==> config.mk <==
export PLATFORM = sky130hd
export DESIGN_NAME = rcfc_result_pipe
export DESIGN_NICKNAME = d
export VERILOG_FILES = /design/src/hw/rtl/rcfc_pkg.sv /design/src/hw/rtl/rcfc_result_pipe.sv
export SDC_FILE = /design/constraint.sdc
export NUM_CORES = 1
export LEC_CHECK = 0
export BUFFER_PORTS_ARGS = -buffer_cell sky130_fd_sc_hd__buf_2
export CAP_MARGIN = 10
export CORE_MARGIN = 2
export CORE_UTILIZATION = 46
export CTS_CLUSTER_DIAMETER = 60
export DETAILED_ROUTE_END_ITERATION = 10
export GPL_ROUTABILITY_DRIVEN = 0
export PLACE_DENSITY = 0.78
export SYNTH_ARGS = -nofsm -noshare
export SYNTH_HDL_FRONTEND = slang
export SYNTH_SLANG_ARGS = --single-unit
==> constraint.sdc <==
create_clock -name clk -period 2.4 [get_ports clk]
set_input_delay 0.36 -clock clk [delete_from_list [all_inputs] [get_ports clk]]
set_output_delay 0.36 -clock clk [all_outputs]
set_load 0.05 [all_outputs]
==> src/hw/rtl/rcfc_pkg.sv <==
`timescale 1ns / 1ps
// ----------------------------------------------------------------------------
// RTCM3 frame checker package
// Shared constants, result and store request types, and the CRC-24Q byte step.
// ----------------------------------------------------------------------------
package rcfc_pkg;

  localparam int STORE_DEPTH = 2048;
  localparam int STORE_AW    = $clog2(STORE_DEPTH);

  localparam logic [7:0]  PREAMBLE       = 8'hD3;
  localparam logic [24:0] CRC_POLY       = 25'h1864CFB;
  localparam logic [7:0]  CHUNK_SIZE_RST = 8'd255;

  typedef enum logic [2:0] {
    ST_TAKEN    = 3'd0,
    ST_GOOD     = 3'd1,
    ST_BAD      = 3'd2,
    ST_REFUSED  = 3'd3,
    ST_NOTHING  = 3'd4,
    ST_FETCHED  = 3'd5
  } status_t;

  typedef struct packed {
    status_t     status;
    logic        chunk_last;
    logic        frame_last;
    logic [10:0] frame_length;
  } rslt_t;

  typedef struct packed {
    logic                we;
    logic [STORE_AW-1:0] waddr;
    logic [7:0]          wdata;
    logic                re;
    logic [STORE_AW-1:0] raddr;
  } store_req_t;

  // One byte of CRC-24Q, most significant bit first.
  function automatic logic [23:0] crc_byte(input logic [23:0] crc, input logic [7:0] b);
    logic [24:0] c;
    c = {1'b0, crc ^ {b, 16'h0000}};
    for (int i = 0; i < 8; i++) begin
      c = {c[23:0], 1'b0};
      if (c[24]) begin
        c = c ^ CRC_POLY;
      end
    end
    return c[23:0];
  endfunction

  localparam logic [23:0] CRC_AFTER_PREAMBLE = crc_byte(24'h000000, PREAMBLE);

  // Frame position to store address, folding once at the store depth.
  function automatic logic [STORE_AW-1:0] store_addr(input logic [10:0] pos);
    logic [12:0] ext;
    ext = {2'b00, pos};
    if (ext >= 13'(STORE_DEPTH)) begin
      ext = ext - 13'(STORE_DEPTH);
    end
    return ext[STORE_AW-1:0];
  endfunction

endpackage

==> src/hw/rtl/rcfc_result_pipe.sv <==
`timescale 1ns / 1ps
// ----------------------------------------------------------------------------
// Result pipeline
// Two result stages aligned with the store read, with stall propagation.
// ----------------------------------------------------------------------------
module rcfc_result_pipe (
  input  logic                clk,
  input  logic                rst,
  input  logic                in_valid,
  output logic                in_stall,
  output logic                take,
  input  rcfc_pkg::rslt_t     rslt,
  input  logic [7:0]          rd_byte,
  output logic                out_valid,
  input  logic                out_stall,
  output rcfc_pkg::rslt_t     out_rslt,
  output logic [7:0]          out_byte
);

  logic            s1_valid;
  rcfc_pkg::rslt_t s1_rslt;
  logic            s2_load, s1_free;

  // Stage one waits for the store read; stage two is the output register.
  assign s2_load  = s1_valid && (!out_valid || !out_stall);
  assign s1_free  = !s1_valid || s2_load;
  assign in_stall = !s1_free;
  assign take     = in_valid && s1_free;

  always_ff @(posedge clk) begin
    if (rst) begin
      s1_valid  <= 1'b0;
      out_valid <= 1'b0;
    end else begin
      if (take) begin
        s1_valid <= 1'b1;
      end else if (s2_load) begin
        s1_valid <= 1'b0;
      end
      if (s2_load) begin
        out_valid <= 1'b1;
      end else if (!out_stall) begin
        out_valid <= 1'b0;
      end
    end
  end

  always_ff @(posedge clk) begin
    if (take) begin
      s1_rslt <= rslt;
    end
    if (s2_load) begin
      out_rslt <= s1_rslt;
      out_byte <= (s1_rslt.status == rcfc_pkg::ST_FETCHED) ? rd_byte : 8'h00;
    end
  end

`ifndef NO_ASSERTIONS
  a_no_take_when_full : assert property (@(posedge clk) disable iff (rst)
    (s1_valid && out_valid && out_stall) |-> !take)
    else $error("request taken while both stages are blocked");

  a_s1_moves : assert property (@(posedge clk) disable iff (rst)
    (s1_valid && !out_valid) |=> out_valid)
    else $error("stage one did not advance into an empty output stage");

  a_fetch_byte_zero : assert property (@(posedge clk) disable iff (rst)
    (out_valid && out_rslt.status != rcfc_pkg::ST_FETCHED) |-> (out_byte == 8'h00))
    else $error("byte shown on a result that is not a fetch");
`endif

endmodule

After elaboration in Yosys (flattened, before gate mapping):

Index checks and enable logic that the tools add are counted.

* equality and inequality tests: 2
* muxes and demuxes: 4
* reduce and logical (&&, ||, !) cells: 9

Operator list (count)
* $logic_not A1 Y1: 4
* $mux W1: 4
* $eq A3 B3 Y1 const B: 1
* $logic_and A1 B1 Y1: 2
* $logic_or A1 B1 Y1: 2
* $ne A2 B1 Y1 const B: 1
* $reduce_bool A2 Y1: 1

* flip-flop bits (word level): 42
* output and inout port bits: 27

Logic depth before layout (Yosys ltp):

Gate-level depths: netlist of the first run.

* depth in word-level cells: 6
* depth in mapped cells: 3
* mapped depth without buffers: 3

Worst setup path after synthesis of the first run:

OpenSTA, ideal clock, no wires.

* kind: register to register
* from: reg out_valid
* to: reg s1_rslt[0] (netlist bit) (enable)
* setup time: 418 ps
* arrival time: 2150 ps
* required time: 1982 ps
* slack: -168 ps
* cell stages (with the launch flop): 4
* path buffers: 0
* clock period less this slack: 2568 ps
* cells stage by stage: dfxtp_1 > nand3_1 > inv_2 > nor2_1

* cells in the longest elaborated chain, start to end: 5

Ends and longest elaborated chain
* from (decl): line rcfc_result_pipe.sv:14 `output logic out_valid,`
* from (signal assigned): line rcfc_result_pipe.sv:33 `out_valid <= 1'b0;`
* from (signal assigned): line rcfc_result_pipe.sv:41 `out_valid <= 1'b1;`
* from (signal assigned): line rcfc_result_pipe.sv:43 `out_valid <= 1'b0;`
* $logic_not A1 Y1: line rcfc_result_pipe.sv:25 `assign s2_load = s1_valid && (!out_valid || !out_stall);`
* $logic_or A1 B1 Y1: line rcfc_result_pipe.sv:25
* $logic_and A1 B1 Y1: line rcfc_result_pipe.sv:25
* $logic_or A1 B1 Y1: line rcfc_result_pipe.sv:26 `assign s1_free = !s1_valid || s2_load;`
* $logic_and A1 B1 Y1: line rcfc_result_pipe.sv:28 `assign take = in_valid && s1_free;`
* net take: line rcfc_result_pipe.sv:11 `output logic take,`
* to (signal assigned): line rcfc_result_pipe.sv:50 `s1_rslt <= rslt;`
* to (decl): line rcfc_result_pipe.sv:21 `rcfc_pkg::rslt_t s1_rslt;`

The timed path passes the listed nets, and every way through them passes these cells.
A chain may end at the register's enable or synchronous reset.

Final worst setup path of the first run:

* from: reg out_valid
* to: out take

* cells in the longest elaborated chain, start to end: 5

Ends and longest elaborated chain (line)
* $logic_not A1 Y1: rcfc_result_pipe.sv:25
* $logic_or A1 B1 Y1: rcfc_result_pipe.sv:25
* $logic_and A1 B1 Y1: rcfc_result_pipe.sv:25
* $logic_or A1 B1 Y1: rcfc_result_pipe.sv:26
* $logic_and A1 B1 Y1: rcfc_result_pipe.sv:28
* to (decl): rcfc_result_pipe.sv:11

No other way between the ends.

==> out/metrics.cfg, run 1 <==
[worst_setup_path]
crit_end = take
rr_worst_depth = 4
reg2reg_slack_ps = 1240
setup.worst_path.class = flop to output port
cp_max_fo = 4
reg2reg_from = out_valid$_SDFFE_PP0P_
required_ps = 2040
end_kind = output port
critPathSlowestCell = dfxtp_1
worstPathCellList = nand3_1, inv_2, nor2_2, buf_2
crit_path_start = out_valid$_SDFFE_PP0P_
worstSetupStartpointType = flop
slowest_delay_ps = 350
regToRegEndpoint = s1_rslt[1]$_DFFE_PP_
arrival_ps = 1220

[floorplan]
die_h_um = 57.95
core_mm2 = 0.002758
die-area_mm2 = 0.003358
initial_core_util_pct = 48.55
ios = 55
rows = 19
die_w_um = 57.95

[clock_network]
root_buffer = clkbuf_4
cts_buffers = 5
cts_resized = 0
cts_max_level = 2
clkTransAtPathRegs_ps = 100
numClockSinks = 42
holdBufCountCts = 0
cts_max_path_buffers = 2
clkLatencyLatePin_ps = 330
tritoncts = done
cts_setup_buffers = 0

[placement]
dp.cells = 146
post_dp_cell_area_mm2 = 0.001669
portBuffers = 54
post-place-ws_ps = 1035
hpwl_um = 1432

[sta]
relSlewSlack_pct = 80.16
hold_viol = 0
tns_ps = 0
finClkSkew_ps = 4.282
min_period_ps = 1578
tightest_slew_ps = 297.5
slew_violations = 0
fin_crit_sh_pct = 65.76
rsz0062_at_grt = no
fin_ws_ps = 821.7
setup_viol = 0
fmax_mhz = 633.6

[yosys]
ys_ff_latch = 42
yosysTopAreaCellShare_pct = 89.72
ys_warn_count = 0
synth_area_mm2 = 0.001339
syn_nets = 87
synth_seq_area_share_pct = 92.71
syn_area_per_cell_um2 = 22.69
ys_top_cells_by_area = edfxtp_1 90%, and2_1 3.7%, dfxtp_1 3.0%, a21oi_1 0.75%, and3b_2 0.75%
yosysUniqueCellTypes = 10
yosys.area.top_type = edfxtp_1
synth_cells = 59

[final_layout]
areaGrowthSynthToFinish_pct = 28.04
drive_gt1_share_pct = 53.28
antenna_cells = 0
final_cell_mix = 54 x buf_2, 40 x edfxtp_1, 8 x and2_1, 5 x clkbuf_4
final_nets = 150
final_area_mm2 = 0.001714
layout.cells.non_filler = 153
layout_commonest_cell = buf_2

[routing]
wire_per_inst_um = 12.86
dr.pass1.iters = 4
wl_um = 1967
postRouteAntennaNets = 0
avgViaCountPerCell = 4.608
drc = 0
drt_iter0_drc = 20
via_count = 705

[power]
power_density_mw_per_mm2 = 755.8
vdd_ir_drop_max_mv = 0.6446
p_leak_nw = 0.6984
power.total_mw = 1.296

[grt]
gr-total-overflow = 0
grt_pass1_vias = 687
grt_max_degree = 25
grt_pass1_wl_um = 3008
grt_usage_pct = 13.35
antenna_found_initial = 0

[job]
maxCapViolCount = 0

[run_status]
outcome = finished, final reports clean

[hold_path]
hold_path.startpoint = rst
min_path_type = input port to flop

-- synth_stat cells --
master / count
and2_1: 8
and3b_2: 1
inv_2: 1
nand3_1: 1
edfxtp_1: 40
inv_1: 1
a21oi_1: 2
nor2_1: 2
a21boi_1: 1
dfxtp_1: 2
-- state kept, by name (all words and copies together) (netlist names) --
signal,cells
out_byte,8
out_valid,1
out_rslt,16
s1_rslt,16
s1_valid,1
-- layer usage --
layer  vias to the layer above  GRT usage (%)  wire length [um]
met5                         -              0                 0
met4                         0          6.977                45
met3                         5          6.920               166
met2                        32          23.21              1074
met1                       320          12.66               681
li1                        348              -                 -
-- critical path: cells and delay by family, from the launching register on --
family        cells  cell delay, ps
simple gates      2             220
buf+inv           2             320
flops             1             350
-- stage by stage --
step / utilization (%) / hold WS [ps]
finish: 62.16 / 191.7
global route: 62.16 / 158.3
CTS: 62.16 / 178.2
detailed placement: 60.53 / 405.6
global placement: 60.53 / 400.4
floorplan: - / 400.3
-- worst min-delay path by stage --
stage	to	slack, ps	cells after the start
3_5_place_dp	out_rslt[9]$_DFFE_PP_	410	0
3_3_place_gp	out_rslt[2]$_DFFE_PP_	400	0
5_1_grt	s1_rslt[11]$_DFFE_PP_	160	1
2_1_floorplan	out_rslt[0]$_DFFE_PP_	400	0
4_1_cts	out_valid$_SDFFE_PP0P_	180	2
6_report	out_valid$_SDFFE_PP0P_	190	2
-- area by class of cell --
| cell class | instances | area, um2 |
|---|---|---|
| multi-input combinational | 15 | 96.34 |
| clock buffer | 7 | 45.04 |
| tap | 31 | 38.79 |
| fill | 216 | 1044 |
| sequential | 42 | 1241 |
| timing repair buffer | 56 | 285.3 |
| inverter | 2 | 7.507 |
-- power by group --
part / total, mW / internal, mW / switching (mW)
Sequential: 0.854 / 0.844 / 0.00955
Clock: 0.302 / 0.111 / 0.192
Combinational: 0.140 / 0.0358 / 0.104
Total: 1.30 / 0.990 / 0.305
-- cells by family after synthesis --
family,synth area share (%)
AOI/OAI and AO/OA,1.309
and+or+nand+nor,5.421
DFF,92.71
buffers and inverters,0.5602
Power figures use the tool's default switching activity.
==> inputs of run 2 (changes only) <==
--- a/config.mk
+++ b/config.mk
@@ -8,11 +8,11 @@
 export BUFFER_PORTS_ARGS = -buffer_cell sky130_fd_sc_hd__buf_2
 export CAP_MARGIN = 10
 export CORE_MARGIN = 2
-export CORE_UTILIZATION = 46
+export CORE_UTILIZATION = 41
 export CTS_CLUSTER_DIAMETER = 60
 export DETAILED_ROUTE_END_ITERATION = 10
 export GPL_ROUTABILITY_DRIVEN = 0
-export PLACE_DENSITY = 0.78
+export PLACE_DENSITY = 0.74
 export SYNTH_ARGS = -nofsm -noshare
 export SYNTH_HDL_FRONTEND = slang
 export SYNTH_SLANG_ARGS = --single-unit
==> constraint.sdc (replaced) <==
create_clock -name clk -period 1.3 [get_ports clk]
set_input_delay 0.195 -clock clk [delete_from_list [all_inputs] [get_ports clk]]
set_output_delay 0.195 -clock clk [all_outputs]
set_load 0.05 [all_outputs]
==> run 2 against run 1 <==
- the run now ends with setup timing left
- routed wire length is 2.7% higher
- core utilization is 1.5 points lower
- non-clock buffer count is 6 higher
- sequential share of layout area is 5.7 points lower
- sequential cell count stayed put
- combinational power is 110% higher
- highest routed layer unchanged
==> out/metrics.cfg, run 2 (synthesis results as in run 1) <==
[run_status]
outcome = finished with violations
violations = setup timing

[worst_setup_path]
worstPathCellList = nand3_4, inv_6, nor2_4, buf_6
end_kind = output port
required_ps = 1110
regToRegEndpoint = out_byte[1]$_SDFFCE_PP0P_
reg2reg_from = out_valid$_SDFFE_PP0P_
worstSetupStartpointType = flop
slowest_delay_ps = 370
arrival_ps = 1120
rr_worst_depth = 3
reg2reg_slack_ps = 180
setup.worst_path.class = flop to output port
crit_buf_inv = 2
cp_max_fo = 3
cp_top_family = flip-flops
critPathSlowestCell = dfxtp_4

[clock_network]
tritoncts = done
numClockSinks = 42
clkLatencyLatePin_ps = 330
cts_max_path_buffers = 2
root_buffer = clkbuf_4
cts_buffers = 5
clkTransAtPathRegs_ps = 110
cts_max_level = 2

[sta]
fmax_mhz = 762.9
setup_viol = 1
hold_ws_ps = 26.77
relSlewSlack_pct = 82.85
min_period_ps = 1311
tns_ps = -10.85
slew_violations = 0
tightest_slew_ps = 259.0
hold_viol = 0
rsz0062_at_grt = yes
fin_crit_sh_pct = 100.8
finClkSkew_ps = 7.801
fin_ws_ps = -10.85

[grt]
grt_usage_pct = 11.33
grt_pass1_wl_um = 2884
antenna_found_initial = 0
gr-total-overflow = 0
grt_pass1_vias = 698
grt_max_degree = 25

[placement]
post_dp_cell_area_mm2 = 0.001744
portBuffers = 54

[power]
p_leak_nw = 0.7455
power_density_mw_per_mm2 = 1319
vdd_ir_drop_max_mv = 0.8024

[hold_path]
whs_endpoint = s1_rslt[2]$_DFFE_PP_
hold_path.startpoint = rslt[2]
holdPathStages = 1
min_path_type = input port to flop

[final_layout]
regArea_mm2 = 0.001246
areaGrowthSynthToFinish_pct = 39.44
final_area_mm2 = 0.001867
layout_commonest_cell = buf_2
antenna_cells = 0
drive_gt1_share_pct = 55.04
fillers = 243
final_cell_mix = 52 x buf_2, 40 x edfxtp_1, 8 x and2_1, 5 x clkbuf_4, 5 x dlygate4sd3_1
multi_input_area_um2 = 121.4
largestRegisters = out_rslt: 16 flops, s1_rslt: 16 flops, out_byte: 8 flops
final_nets = 156

[floorplan]
core_mm2 = 0.003078
initial_core_util_pct = 43.50
rows = 20
die_w_um = 61.15
die-area_mm2 = 0.003739
die_h_um = 61.15
ios = 55

[routing]
drc = 0
postRouteAntennaNets = 0
dr.pass1.iters = 3
wire_per_inst_um = 11.68
via_count = 737
avgViaCountPerCell = 4.260
wl_um = 2021
drt_iter0_drc = 14

[job]
maxCapViolCount = 0

==> run 2: power breakdown <==
group,switching (mW),total [mW],internal [mW]
Sequential,0.0193,1.58,1.56
Clock,0.380,0.592,0.213
Combinational,0.201,0.293,0.0925
==> run 2: stage by stage <==
step	worst slack, ps	std cells	util [%]	total power, mW
detailed placement	201.4	159	56.67	1.886
floorplan	-182.4	59	-	1.782
finish	-10.85	173	60.65	2.463
global route	-70.52	173	60.65	2.582
CTS	-29.69	169	59.35	2.484
global placement	228.9	159	56.67	1.879
==> run 2: layer usage <==
| layer | wire length, um | up-vias | part of all wire [%] | track usage, % |
|---|---|---|---|---|
| met5 | 0 | - | 0 | 0 |
| met3 | 240 | 6 | 12 | 5.672 |
| met2 | 1021 | 43 | 51 | 18.84 |
| met1 | 713 | 327 | 35 | 11.44 |
| li1 | - | 361 | - | - |
| met4 | 45 | 0 | 2.2 | 6.522 |
==> run 2: what timing repair did <==
action / CTS / global route
endpoints found under the hold margin: 1 / 4
setup buffers: 1 / 0
hold buffers: 1 / 4
setup endpoints to repair: 2 / 2
gates resized for setup: 4 / 0
pin swaps: 1 / 0
==> run 2: cell type report <==
class / count / area share (%)
clock inverters: 2 / 0.7373
inverters: 2 / 0.6702
flip-flops and latches: 42 / 66.76
well taps: 44 / 2.949
repair buffers: 62 / 20.17
multi-input cells: 15 / 6.501
clock buffers: 6 / 2.212
==> run 2: worst max path at each step <==
stage                                 from                   endpoint  slack (ps)  cells past startpoint
floorplan           out_valid$_SDFFE_PP0P_       s1_rslt[0]$_DFFE_PP_        -180                      3
global placement     s1_valid$_SDFFE_PP0P_  out_byte[2]$_SDFFCE_PP0P_         230                      2
detailed placement   s1_valid$_SDFFE_PP0P_  out_byte[5]$_SDFFCE_PP0P_         200                      2
CTS                 out_valid$_SDFFE_PP0P_                       take         -30                      4
global route        out_valid$_SDFFE_PP0P_                       take         -70                      4
finish              out_valid$_SDFFE_PP0P_                       take         -10                      4
