File: config.mk
export PLATFORM = sky130hd
export DESIGN_NAME = rcfc_deframer
export DESIGN_NICKNAME = d
export VERILOG_FILES = /design/src/hw/rtl/rcfc_pkg.sv /design/src/hw/rtl/rcfc_deframer.sv
export SDC_FILE = /design/constraint.sdc
export NUM_CORES = 1
export LEC_CHECK = 0
export BUFFER_PORTS_ARGS = -buffer_cell sky130_fd_sc_hd__clkbuf_2
export CORE_UTILIZATION = 60
export DETAILED_ROUTE_END_ITERATION = 12
export PLACE_DENSITY_LB_ADDON = 0.1
export SLEW_MARGIN = 30
export SYNTH_ARGS = -nofsm -noshare
export SYNTH_HDL_FRONTEND = slang
export SYNTH_SLANG_ARGS = --single-unit
File: constraint.sdc
create_clock -name clk -period 8.6 [get_ports clk]
set_clock_uncertainty 0.2 [all_clocks]
set_input_delay 0 -clock clk [delete_from_list [all_inputs] [get_ports clk]]
set_output_delay 0 -clock clk [all_outputs]
set_load 0.01 [all_outputs]
File: src/hw/rtl/rcfc_pkg.sv
`timescale 1ns / 1ps
// ----------------------------------------------------------------------------
// RTCM3 frame checker package
// Shared constants, result and store request types, and the CRC-24Q byte step.
// ----------------------------------------------------------------------------
package rcfc_pkg;

  localparam int STORE_DEPTH = 2048;
  localparam int STORE_AW    = $clog2(STORE_DEPTH);

  localparam logic [7:0]  PREAMBLE       = 8'hD3;
  localparam logic [24:0] CRC_POLY       = 25'h1864CFB;
  localparam logic [7:0]  CHUNK_SIZE_RST = 8'd255;

  typedef enum logic [2:0] {
    ST_TAKEN    = 3'd0,
    ST_GOOD     = 3'd1,
    ST_BAD      = 3'd2,
    ST_REFUSED  = 3'd3,
    ST_NOTHING  = 3'd4,
    ST_FETCHED  = 3'd5
  } status_t;

  typedef struct packed {
    status_t     status;
    logic        chunk_last;
    logic        frame_last;
    logic [10:0] frame_length;
  } rslt_t;

  typedef struct packed {
    logic                we;
    logic [STORE_AW-1:0] waddr;
    logic [7:0]          wdata;
    logic                re;
    logic [STORE_AW-1:0] raddr;
  } store_req_t;

  // One byte of CRC-24Q, most significant bit first.
  function automatic logic [23:0] crc_byte(input logic [23:0] crc, input logic [7:0] b);
    logic [24:0] c;
    c = {1'b0, crc ^ {b, 16'h0000}};
    for (int i = 0; i < 8; i++) begin
      c = {c[23:0], 1'b0};
      if (c[24]) begin
        c = c ^ CRC_POLY;
      end
    end
    return c[23:0];
  endfunction

  localparam logic [23:0] CRC_AFTER_PREAMBLE = crc_byte(24'h000000, PREAMBLE);

  // Frame position to store address, folding once at the store depth.
  function automatic logic [STORE_AW-1:0] store_addr(input logic [10:0] pos);
    logic [12:0] ext;
    ext = {2'b00, pos};
    if (ext >= 13'(STORE_DEPTH)) begin
      ext = ext - 13'(STORE_DEPTH);
    end
    return ext[STORE_AW-1:0];
  endfunction

endpackage

File: src/hw/rtl/rcfc_deframer.sv
`timescale 1ns / 1ps
// ----------------------------------------------------------------------------
// RTCM3 deframer state
// Preamble hunt, header and length capture, CRC-24Q, frame hold and drain.
// ----------------------------------------------------------------------------
module rcfc_deframer (
  input  logic                clk,
  input  logic                rst,
  input  logic                take,
  input  logic                mode,
  input  logic [7:0]          data_byte,
  input  logic                cfg_write,
  input  logic [7:0]          cfg_data,
  output rcfc_pkg::rslt_t     rslt,
  output rcfc_pkg::store_req_t store_req
);

  typedef enum logic [3:0] {
    PH_HUNT = 4'b0001,
    PH_HDR1 = 4'b0010,
    PH_HDR2 = 4'b0100,
    PH_BODY = 4'b1000
  } phase_t;

  phase_t      phase, phase_next;
  logic [15:0] header_bytes, header_bytes_next;
  logic [9:0]  payload_length, payload_length_next;
  logic [10:0] byte_count, byte_count_next;
  logic [23:0] running_crc, running_crc_next;
  logic [15:0] crc_tail, crc_tail_next;
  logic        frame_held, frame_held_next;
  logic [10:0] read_pointer, read_pointer_next;
  logic [7:0]  chunk_count, chunk_count_next;
  logic [7:0]  chunk_size;

  logic [10:0] total, crc_end, bc_inc, rp_inc;
  logic [7:0]  cc_inc, first;
  logic [9:0]  len;
  logic [23:0] crc_upd, msg;
  logic        flast, clast;

  always_comb begin
    total   = 11'(payload_length) + 11'd6;
    crc_end = 11'(payload_length) + 11'd3;
    bc_inc  = byte_count + 11'd1;
    rp_inc  = read_pointer + 11'd1;
    cc_inc  = chunk_count + 8'd1;
    first   = header_bytes[15:8];
    len     = {first[1:0], data_byte};
    crc_upd = rcfc_pkg::crc_byte(running_crc, data_byte);
    msg     = {crc_tail, data_byte};
    flast   = (rp_inc >= total);
    clast   = flast || (cc_inc == chunk_size);

    phase_next          = phase;
    header_bytes_next   = header_bytes;
    payload_length_next = payload_length;
    byte_count_next     = byte_count;
    running_crc_next    = running_crc;
    crc_tail_next       = crc_tail;
    frame_held_next     = frame_held;
    read_pointer_next   = read_pointer;
    chunk_count_next    = chunk_count;

    rslt.status       = rcfc_pkg::ST_TAKEN;
    rslt.chunk_last   = 1'b0;
    rslt.frame_last   = 1'b0;
    rslt.frame_length = 11'd0;

    store_req.we    = 1'b0;
    store_req.waddr = rcfc_pkg::store_addr(byte_count);
    store_req.wdata = data_byte;
    store_req.re    = 1'b0;
    store_req.raddr = rcfc_pkg::store_addr(read_pointer);

    if (mode) begin
      if (!frame_held) begin
        rslt.status = rcfc_pkg::ST_NOTHING;
      end else begin
        rslt.status       = rcfc_pkg::ST_FETCHED;
        rslt.chunk_last   = clast;
        rslt.frame_last   = flast;
        store_req.re      = take;
        read_pointer_next = rp_inc;
        chunk_count_next  = clast ? 8'd0 : cc_inc;
        if (flast) begin
          frame_held_next   = 1'b0;
          read_pointer_next = 11'd0;
          phase_next        = PH_HUNT;
          byte_count_next   = 11'd0;
        end
      end
    end else if (frame_held) begin
      rslt.status = rcfc_pkg::ST_REFUSED;
    end else begin
      unique case (phase)
        PH_HUNT: begin
          if (data_byte == rcfc_pkg::PREAMBLE) begin
            store_req.we     = take;
            store_req.waddr  = rcfc_pkg::store_addr(11'd0);
            byte_count_next  = 11'd1;
            running_crc_next = rcfc_pkg::CRC_AFTER_PREAMBLE;
            phase_next       = PH_HDR1;
          end
        end
        PH_HDR1: begin
          header_bytes_next = {data_byte, 8'h00};
          running_crc_next  = crc_upd;
          store_req.we      = take;
          byte_count_next   = bc_inc;
          phase_next        = PH_HDR2;
        end
        PH_HDR2: begin
          header_bytes_next = header_bytes | {8'h00, data_byte};
          if (len != 10'd0) begin
            payload_length_next = len;
            running_crc_next    = crc_upd;
            store_req.we        = take;
            byte_count_next     = bc_inc;
            phase_next          = PH_BODY;
          end else if (first == rcfc_pkg::PREAMBLE) begin
            // The old first header byte becomes the preamble. Position zero
            // already holds the preamble, so only position one is written.
            header_bytes_next = {data_byte, 8'h00};
            running_crc_next  = rcfc_pkg::crc_byte(rcfc_pkg::CRC_AFTER_PREAMBLE, data_byte);
            store_req.we      = take;
            store_req.waddr   = rcfc_pkg::store_addr(11'd1);
            byte_count_next   = 11'd2;
            phase_next        = PH_HDR2;
          end else if (data_byte == rcfc_pkg::PREAMBLE) begin
            store_req.we     = take;
            store_req.waddr  = rcfc_pkg::store_addr(11'd0);
            byte_count_next  = 11'd1;
            running_crc_next = rcfc_pkg::CRC_AFTER_PREAMBLE;
            phase_next       = PH_HDR1;
          end else begin
            byte_count_next = 11'd0;
            phase_next      = PH_HUNT;
          end
        end
        PH_BODY: begin
          if (byte_count < crc_end) begin
            running_crc_next = crc_upd;
          end
          store_req.we    = take;
          byte_count_next = bc_inc;
          crc_tail_next   = {crc_tail[7:0], data_byte};
          if (bc_inc >= total) begin
            // The last three bytes received are the transmitted CRC.
            rslt.frame_length = total;
            phase_next        = PH_HUNT;
            if (msg == running_crc) begin
              rslt.status       = rcfc_pkg::ST_GOOD;
              frame_held_next   = 1'b1;
              read_pointer_next = 11'd0;
              chunk_count_next  = 8'd0;
            end else begin
              rslt.status     = rcfc_pkg::ST_BAD;
              byte_count_next = 11'd0;
            end
          end
        end
        default: begin
          phase_next = PH_HUNT;
        end
      endcase
    end
  end

  always_ff @(posedge clk) begin
    if (rst) begin
      phase          <= PH_HUNT;
      header_bytes   <= 16'h0000;
      payload_length <= 10'd0;
      byte_count     <= 11'd0;
      running_crc    <= 24'h000000;
      frame_held     <= 1'b0;
      read_pointer   <= 11'd0;
      chunk_count    <= 8'd0;
      chunk_size     <= rcfc_pkg::CHUNK_SIZE_RST;
    end else begin
      if (take) begin
        phase          <= phase_next;
        header_bytes   <= header_bytes_next;
        payload_length <= payload_length_next;
        byte_count     <= byte_count_next;
        running_crc    <= running_crc_next;
        frame_held     <= frame_held_next;
        read_pointer   <= read_pointer_next;
        chunk_count    <= chunk_count_next;
      end
      if (cfg_write) begin
        chunk_size <= cfg_data;
      end
    end
  end

  always_ff @(posedge clk) begin
    if (take) begin
      crc_tail <= crc_tail_next;
    end
  end

`ifndef NO_ASSERTIONS
  a_held_in_hunt : assert property (@(posedge clk) disable iff (rst)
    frame_held |-> (phase == PH_HUNT))
    else $error("frame held outside the hunt phase");

  a_rp_in_frame : assert property (@(posedge clk) disable iff (rst)
    frame_held |-> (read_pointer < total))
    else $error("read pointer beyond the held frame");

  a_body_len : assert property (@(posedge clk) disable iff (rst)
    (phase == PH_BODY) |-> (payload_length != 10'd0))
    else $error("frame body with zero payload length");

  a_idle_count : assert property (@(posedge clk) disable iff (rst)
    (!frame_held && phase == PH_HUNT) |-> (byte_count == 11'd0))
    else $error("byte count not cleared while hunting");

  a_active_count : assert property (@(posedge clk) disable iff (rst)
    (phase != PH_HUNT) |-> (byte_count != 11'd0))
    else $error("frame in progress with no bytes stored");
`endif

endmodule

; Yosys cells after proc, flatten, opt, wreduce, memory -nomap -nowiden
; Index checks and enable logic that the tools add are counted.
[word_totals]
inputBits = 21
output_inout_bits = 48
regBits = 109
elab_cells = 192
[op_classes]
muxes = 123
addsub = 5
n_reduce_logical = 16
n_bitwise = 21
eq_ne = 14
order_cmp = 3
[ops]
columns = op, n
row1 = $mux W24, 55
row2 = $mux W11, 21
row3 = $not A13 Y13, 16
row4 = $pmux W24 S4, 1
row5 = $mux W8, 7
row6 = $mux W12, 4
row7 = $pmux W11 S4, 1
row8 = $mux W16, 2
row9 = $pmux W16 S2, 1
row10 = $mux W4, 7
row11 = $eq A24 B24 Y1, 1
row12 = $xor A24 B24 Y24, 1
row13 = $add A11 B1 Y11 const B, 2
row14 = $ge A11 B11 Y1, 2
row15 = $pmux W11 S2, 1
row16 = $reduce_and A6 Y1, 3
row17 = $eq A8 B8 Y1 const B, 2
row18 = $or A16 B8 Y16, 1
row19 = $pmux W4 S4, 1
row20 = $mux W2, 7
row21 = $mux W1, 12
row22 = $add A10 B2 Y11 const B, 1
row23 = $add A10 B3 Y11 const B, 1
row24 = $lt A11 B11 Y1, 1
row25 = other kinds (21), 31

; Depth between registers and ports, before layout
[logic_depth]
word_depth = 55
ltp_mapped = 15
ltp_nobuf = 15

; Worst setup path before layout
; OpenSTA, ideal clock, no wires.
[synth_path]
kind = register to register
start = register payload_length[1]
end = register byte_count[3]
setup_slack_ps = 5236
arrival_time_ps = 3046
t_required_ps = 8283
n_path_buf = 0
path_stages_with_launch = 14
setup_time_ps = 117
synth_period_minus_slack_ps = 3364
path_cell_list = dfxtp_1 -> inv_1 -> ha_1 -> nor3b_1 -> nand3_1 -> xor2_1 -> ha_1 -> a21o_1 -> a21oi_1 -> nor2b_1 -> o311ai_2 -> nand2b_1 -> nor2_1 -> a32o_1
[synth_via]
elab_chain_len = 6
elab_cells_between_ends = 9
classes_between = add/sub: 1 / order compare: 2 / eq/ne: 1 / mux: 4 / reduce/logical: 1
[synth_rtl]
columns = element, line
row1 = "start, declared", rcfc_deframer.sv:27  ; logic [9:0] payload_length, payload_length_next;
row2 = "start signal, assigned", rcfc_deframer.sv:185  ; payload_length <= payload_length_next;
row3 = $add A10 B3 Y11 *, rcfc_deframer.sv:43  ; total = 11'(payload_length) + 11'd6;
row4 = $ge A11 B11 Y1, rcfc_deframer.sv:148  ; if (bc_inc >= total) begin
row5 = $mux W11, rcfc_deframer.sv:148
row6 = $pmux W11 S4, rcfc_deframer.sv:96  ; unique case (phase)
row7 = $mux W11, rcfc_deframer.sv:93  ; end else if (frame_held) begin
row8 = $mux W11, rcfc_deframer.sv:76  ; if (mode) begin
row9 = "end signal, assigned", rcfc_deframer.sv:186  ; byte_count <= byte_count_next;
row10 = "end, declared", rcfc_deframer.sv:28  ; logic [10:0] byte_count, byte_count_next;
; Every way passes the cells marked *; elsewhere a longest branch is shown, timed or not. The select of a mux whose other input is x is not followed.
; A chain may end at the register's enable or synchronous reset.

==> flow_summary.toml <==
[sta]
rsz0062_at_grt = "false"
slew_headroom = 0.3374
fin_crit_ps = 4237
final-setup-viol-count = 0
setup_tns_ps = 0
fin_crit_sh = 0.4927
hold_viol = 0
fmax_ghz = 0.2360
worst_slack_ps = 4363
report.final.slew_viol_count = 0
tightest_slew_ps = 993.9

[pwr]
ir_drop_mv = 0.1118
sw_frac_of_total = 0.2569
power.switching_mw = 0.2368
power.internal_mw = 0.6850
p_leak_nw = 3.054
seqPwrFrac = 0.523
share_comb_of_total_power = 0.123
power_density_nw_per_um2 = 122.2
power.share.clock = 0.354
p_total_mw = 0.9219

[min_path]
hp-class = "register to register"
hold_depth = 0

[yosys]
postSynthCellCount = 761
synth_xor_area_frac = 0.1705
ys_warn_count = 0
yosys.area_share.simple = 0.1845
syn_area_sq_um = 6735
ys_seq_area_frac = 0.3240
synth_fa_ha_area_frac = 0.07059
synth-edff-count = 16
avgSynthCellArea_sq_um = 8.850
synth_cell_types = 71
synth_top_family_by_area = "simple AND/OR/NAND/NOR gates"
synth_top_area_share = 0.2526
synthMuxAreaShare = 0.04347
synth_top_area_cell = "dfxtp_1"
synth_area_leaders = "dfxtp_1 25%, xnor2_1 11%, edfxtp_1 7.1%"
ys_ff_latch = 101
synth_compound_area_frac = 0.1633
synth_ff_type = "dfxtp_1"
synthArstFlopShare = 0
syn-num-nets = 820

[global_routing]
groute.usage.overall = 0.3066
met3_usage = 0.05304
use_met1 = 0.4168
grt_pass1_vias = 5480
antenna_found_initial = 0
grt_max_degree = 54
busiest_layer = "met2"
grt.met2_usage = 0.4809
grt-ovfl-total = 0
grt_pass1_wl_um = 27450

[clocking]
clk_pin_slew_ps = 90
cts-root-buf = "clkbuf_8"
cts_resized = 0
cts_made_buffers = 9
postCtsSetupBuffers = 0
insertion_delay_ps = 400
cts_tree = "yes"
h-tree-depth = 3
hold_buffers = 28
cts_max_path_buffers = 2
cts_sinks = 101

[routing]
drt-pass1-iter-count = 5
via_count = 5871
wl_per_cell_um = 17.61
vias_per_cell = 6.078
detail_route.iter0.violations = 523
totalWireLength_um = 17010
drc = 0
detail-route-antenna-nets = 0

[critical_path]
end_kind = "output pin"
cp.arrival_ps = 4040
ff2ff_path_depth = 13
critical_path_required_ps = 8400
start_kind = "register"
crit_fanout = 9
crit_type = "register to output pin"

[floorplanning]
die_h_um = 108.0
rows = 38
die_area_sq_um = 11650
die_w_um = 108.0
ioPinCount = 69
core_sq_um = 10890
start_util = 0.6186

[placement]
pre_cts_slack_ps = 4556
dp_hpwl_um = 12400
port_buffers = 68
place_congestion = 0.9350

[cells_and_area]
nets = 880
final_common_cell = "dfxtp_1"
nFillCells = 874
final_util = 0.6929
drive_gt1_frac = 0.1308
area_growth_pct = 12.02
diodes = 0
final_cell_mix = "85 x dfxtp_1, 83 x xnor2_1, 81 x nor2_1, 68 x clkbuf_2, 44 x nand2_1"

[outcome]
status = "complete, no violations"

[flow_run]
max_cap_viol_count = 0
==> per-stage QoR <==
stage               std cells  hold WS (ps)  cell area [sq um]
global route              966         285.5               7545
finish                    966         275.5               7545
floorplan                 761        -108.2               6735
CTS                       966         279.1               7545
global placement          922         15.25               7051
detailed placement        922         20.44               7057
==> layer usage <==
metal | up-vias | routed length, um | part of all wire
li1 | 2813 | - | -
met3 | 38 | 1152 | 0.068
met1 | 2803 | 7803 | 0.46
met5 | - | 0 | 0
met2 | 217 | 7597 | 0.45
met4 | 0 | 457 | 0.027
==> critical path, stage by stage (launching register included) <==
cell	delay, ps
dfxtp_1	470
inv_1	130
ha_1	250
nor3b_1	350
nand3_1	140
xor2_1	200
ha_1	330
nand4_1	130
a211o_1	240
o21ai_1	440
and2_1	330
nand2_1	250
nor2_1	230
clkbuf_2	160
==> cell type report <==
type                       instances  area, sq um  area share
clock buffer                      12        155.1     0.02056
clock inverter                     4        52.55    0.006965
inverter                          14        52.55    0.006965
multi-input combinational        595         4277      0.5668
sequential                       101         2182      0.2892
tap                              140        175.2     0.02322
timing repair buffer             100        650.6     0.08624
==> worst paths after layout <==
kind                      from      endpoint  slack [ps]
min                crc_tail[4]  crc_tail[12]         280
max          payload_length[1]       rslt[0]        4360
min reg2reg        crc_tail[4]  crc_tail[12]         280
max reg2reg  payload_length[1]    frame_held        4380
==> sequential cells by signal, indices dropped and copies added (netlist names) <==
register        count
read_pointer       11
phase               4
frame_held          1
chunk_size          8
payload_length     10
header_bytes        8
byte_count         11
running_crc        24
chunk_count         8
crc_tail           16
==> Yosys cell counts (all sizes together), types with 3 or more instances <==
master and n:
a211o 6, a211oi 14, a21boi 3, a21o 12, a21oi 32, a22o 4
a22oi 10, a31oi 5, a32o 8, and2 15, and3 10, and4 3
buf 21, clkbuf 30, dfxtp 85, edfxtp 16, ha 38, inv 14
mux2i 27, nand2 44, nand2b 8, nand3 27, nand3b 3, nand4 13
nor2 81, nor2b 6, nor3 10, nor3b 3, nor4 7, o211ai 3
o21a 4, o21ai 34, o2bb2ai 3, or3 6, xnor2 87, xor2 39
==> power by group through the flow <==
stage	logic (mW)	registers [mW]	clock network [mW]
global placement	0.0980	0.493	0
floorplan	0.0811	0.493	0
finish	0.113	0.482	0.326
CTS	0.111	0.482	0.331
detailed placement	0.100	0.493	0
global route	0.122	0.483	0.348
==> kinds of logic after synthesis <==
kind of cell | count (synthesis)
and+or+nand+nor | 244
AOI/OAI and AO/OA | 158
xor gates and xnor gates | 126
DFF | 101
buffers and inverters | 65
adders and majority gates | 38
muxes | 29
Power figures use the tool's default switching activity.
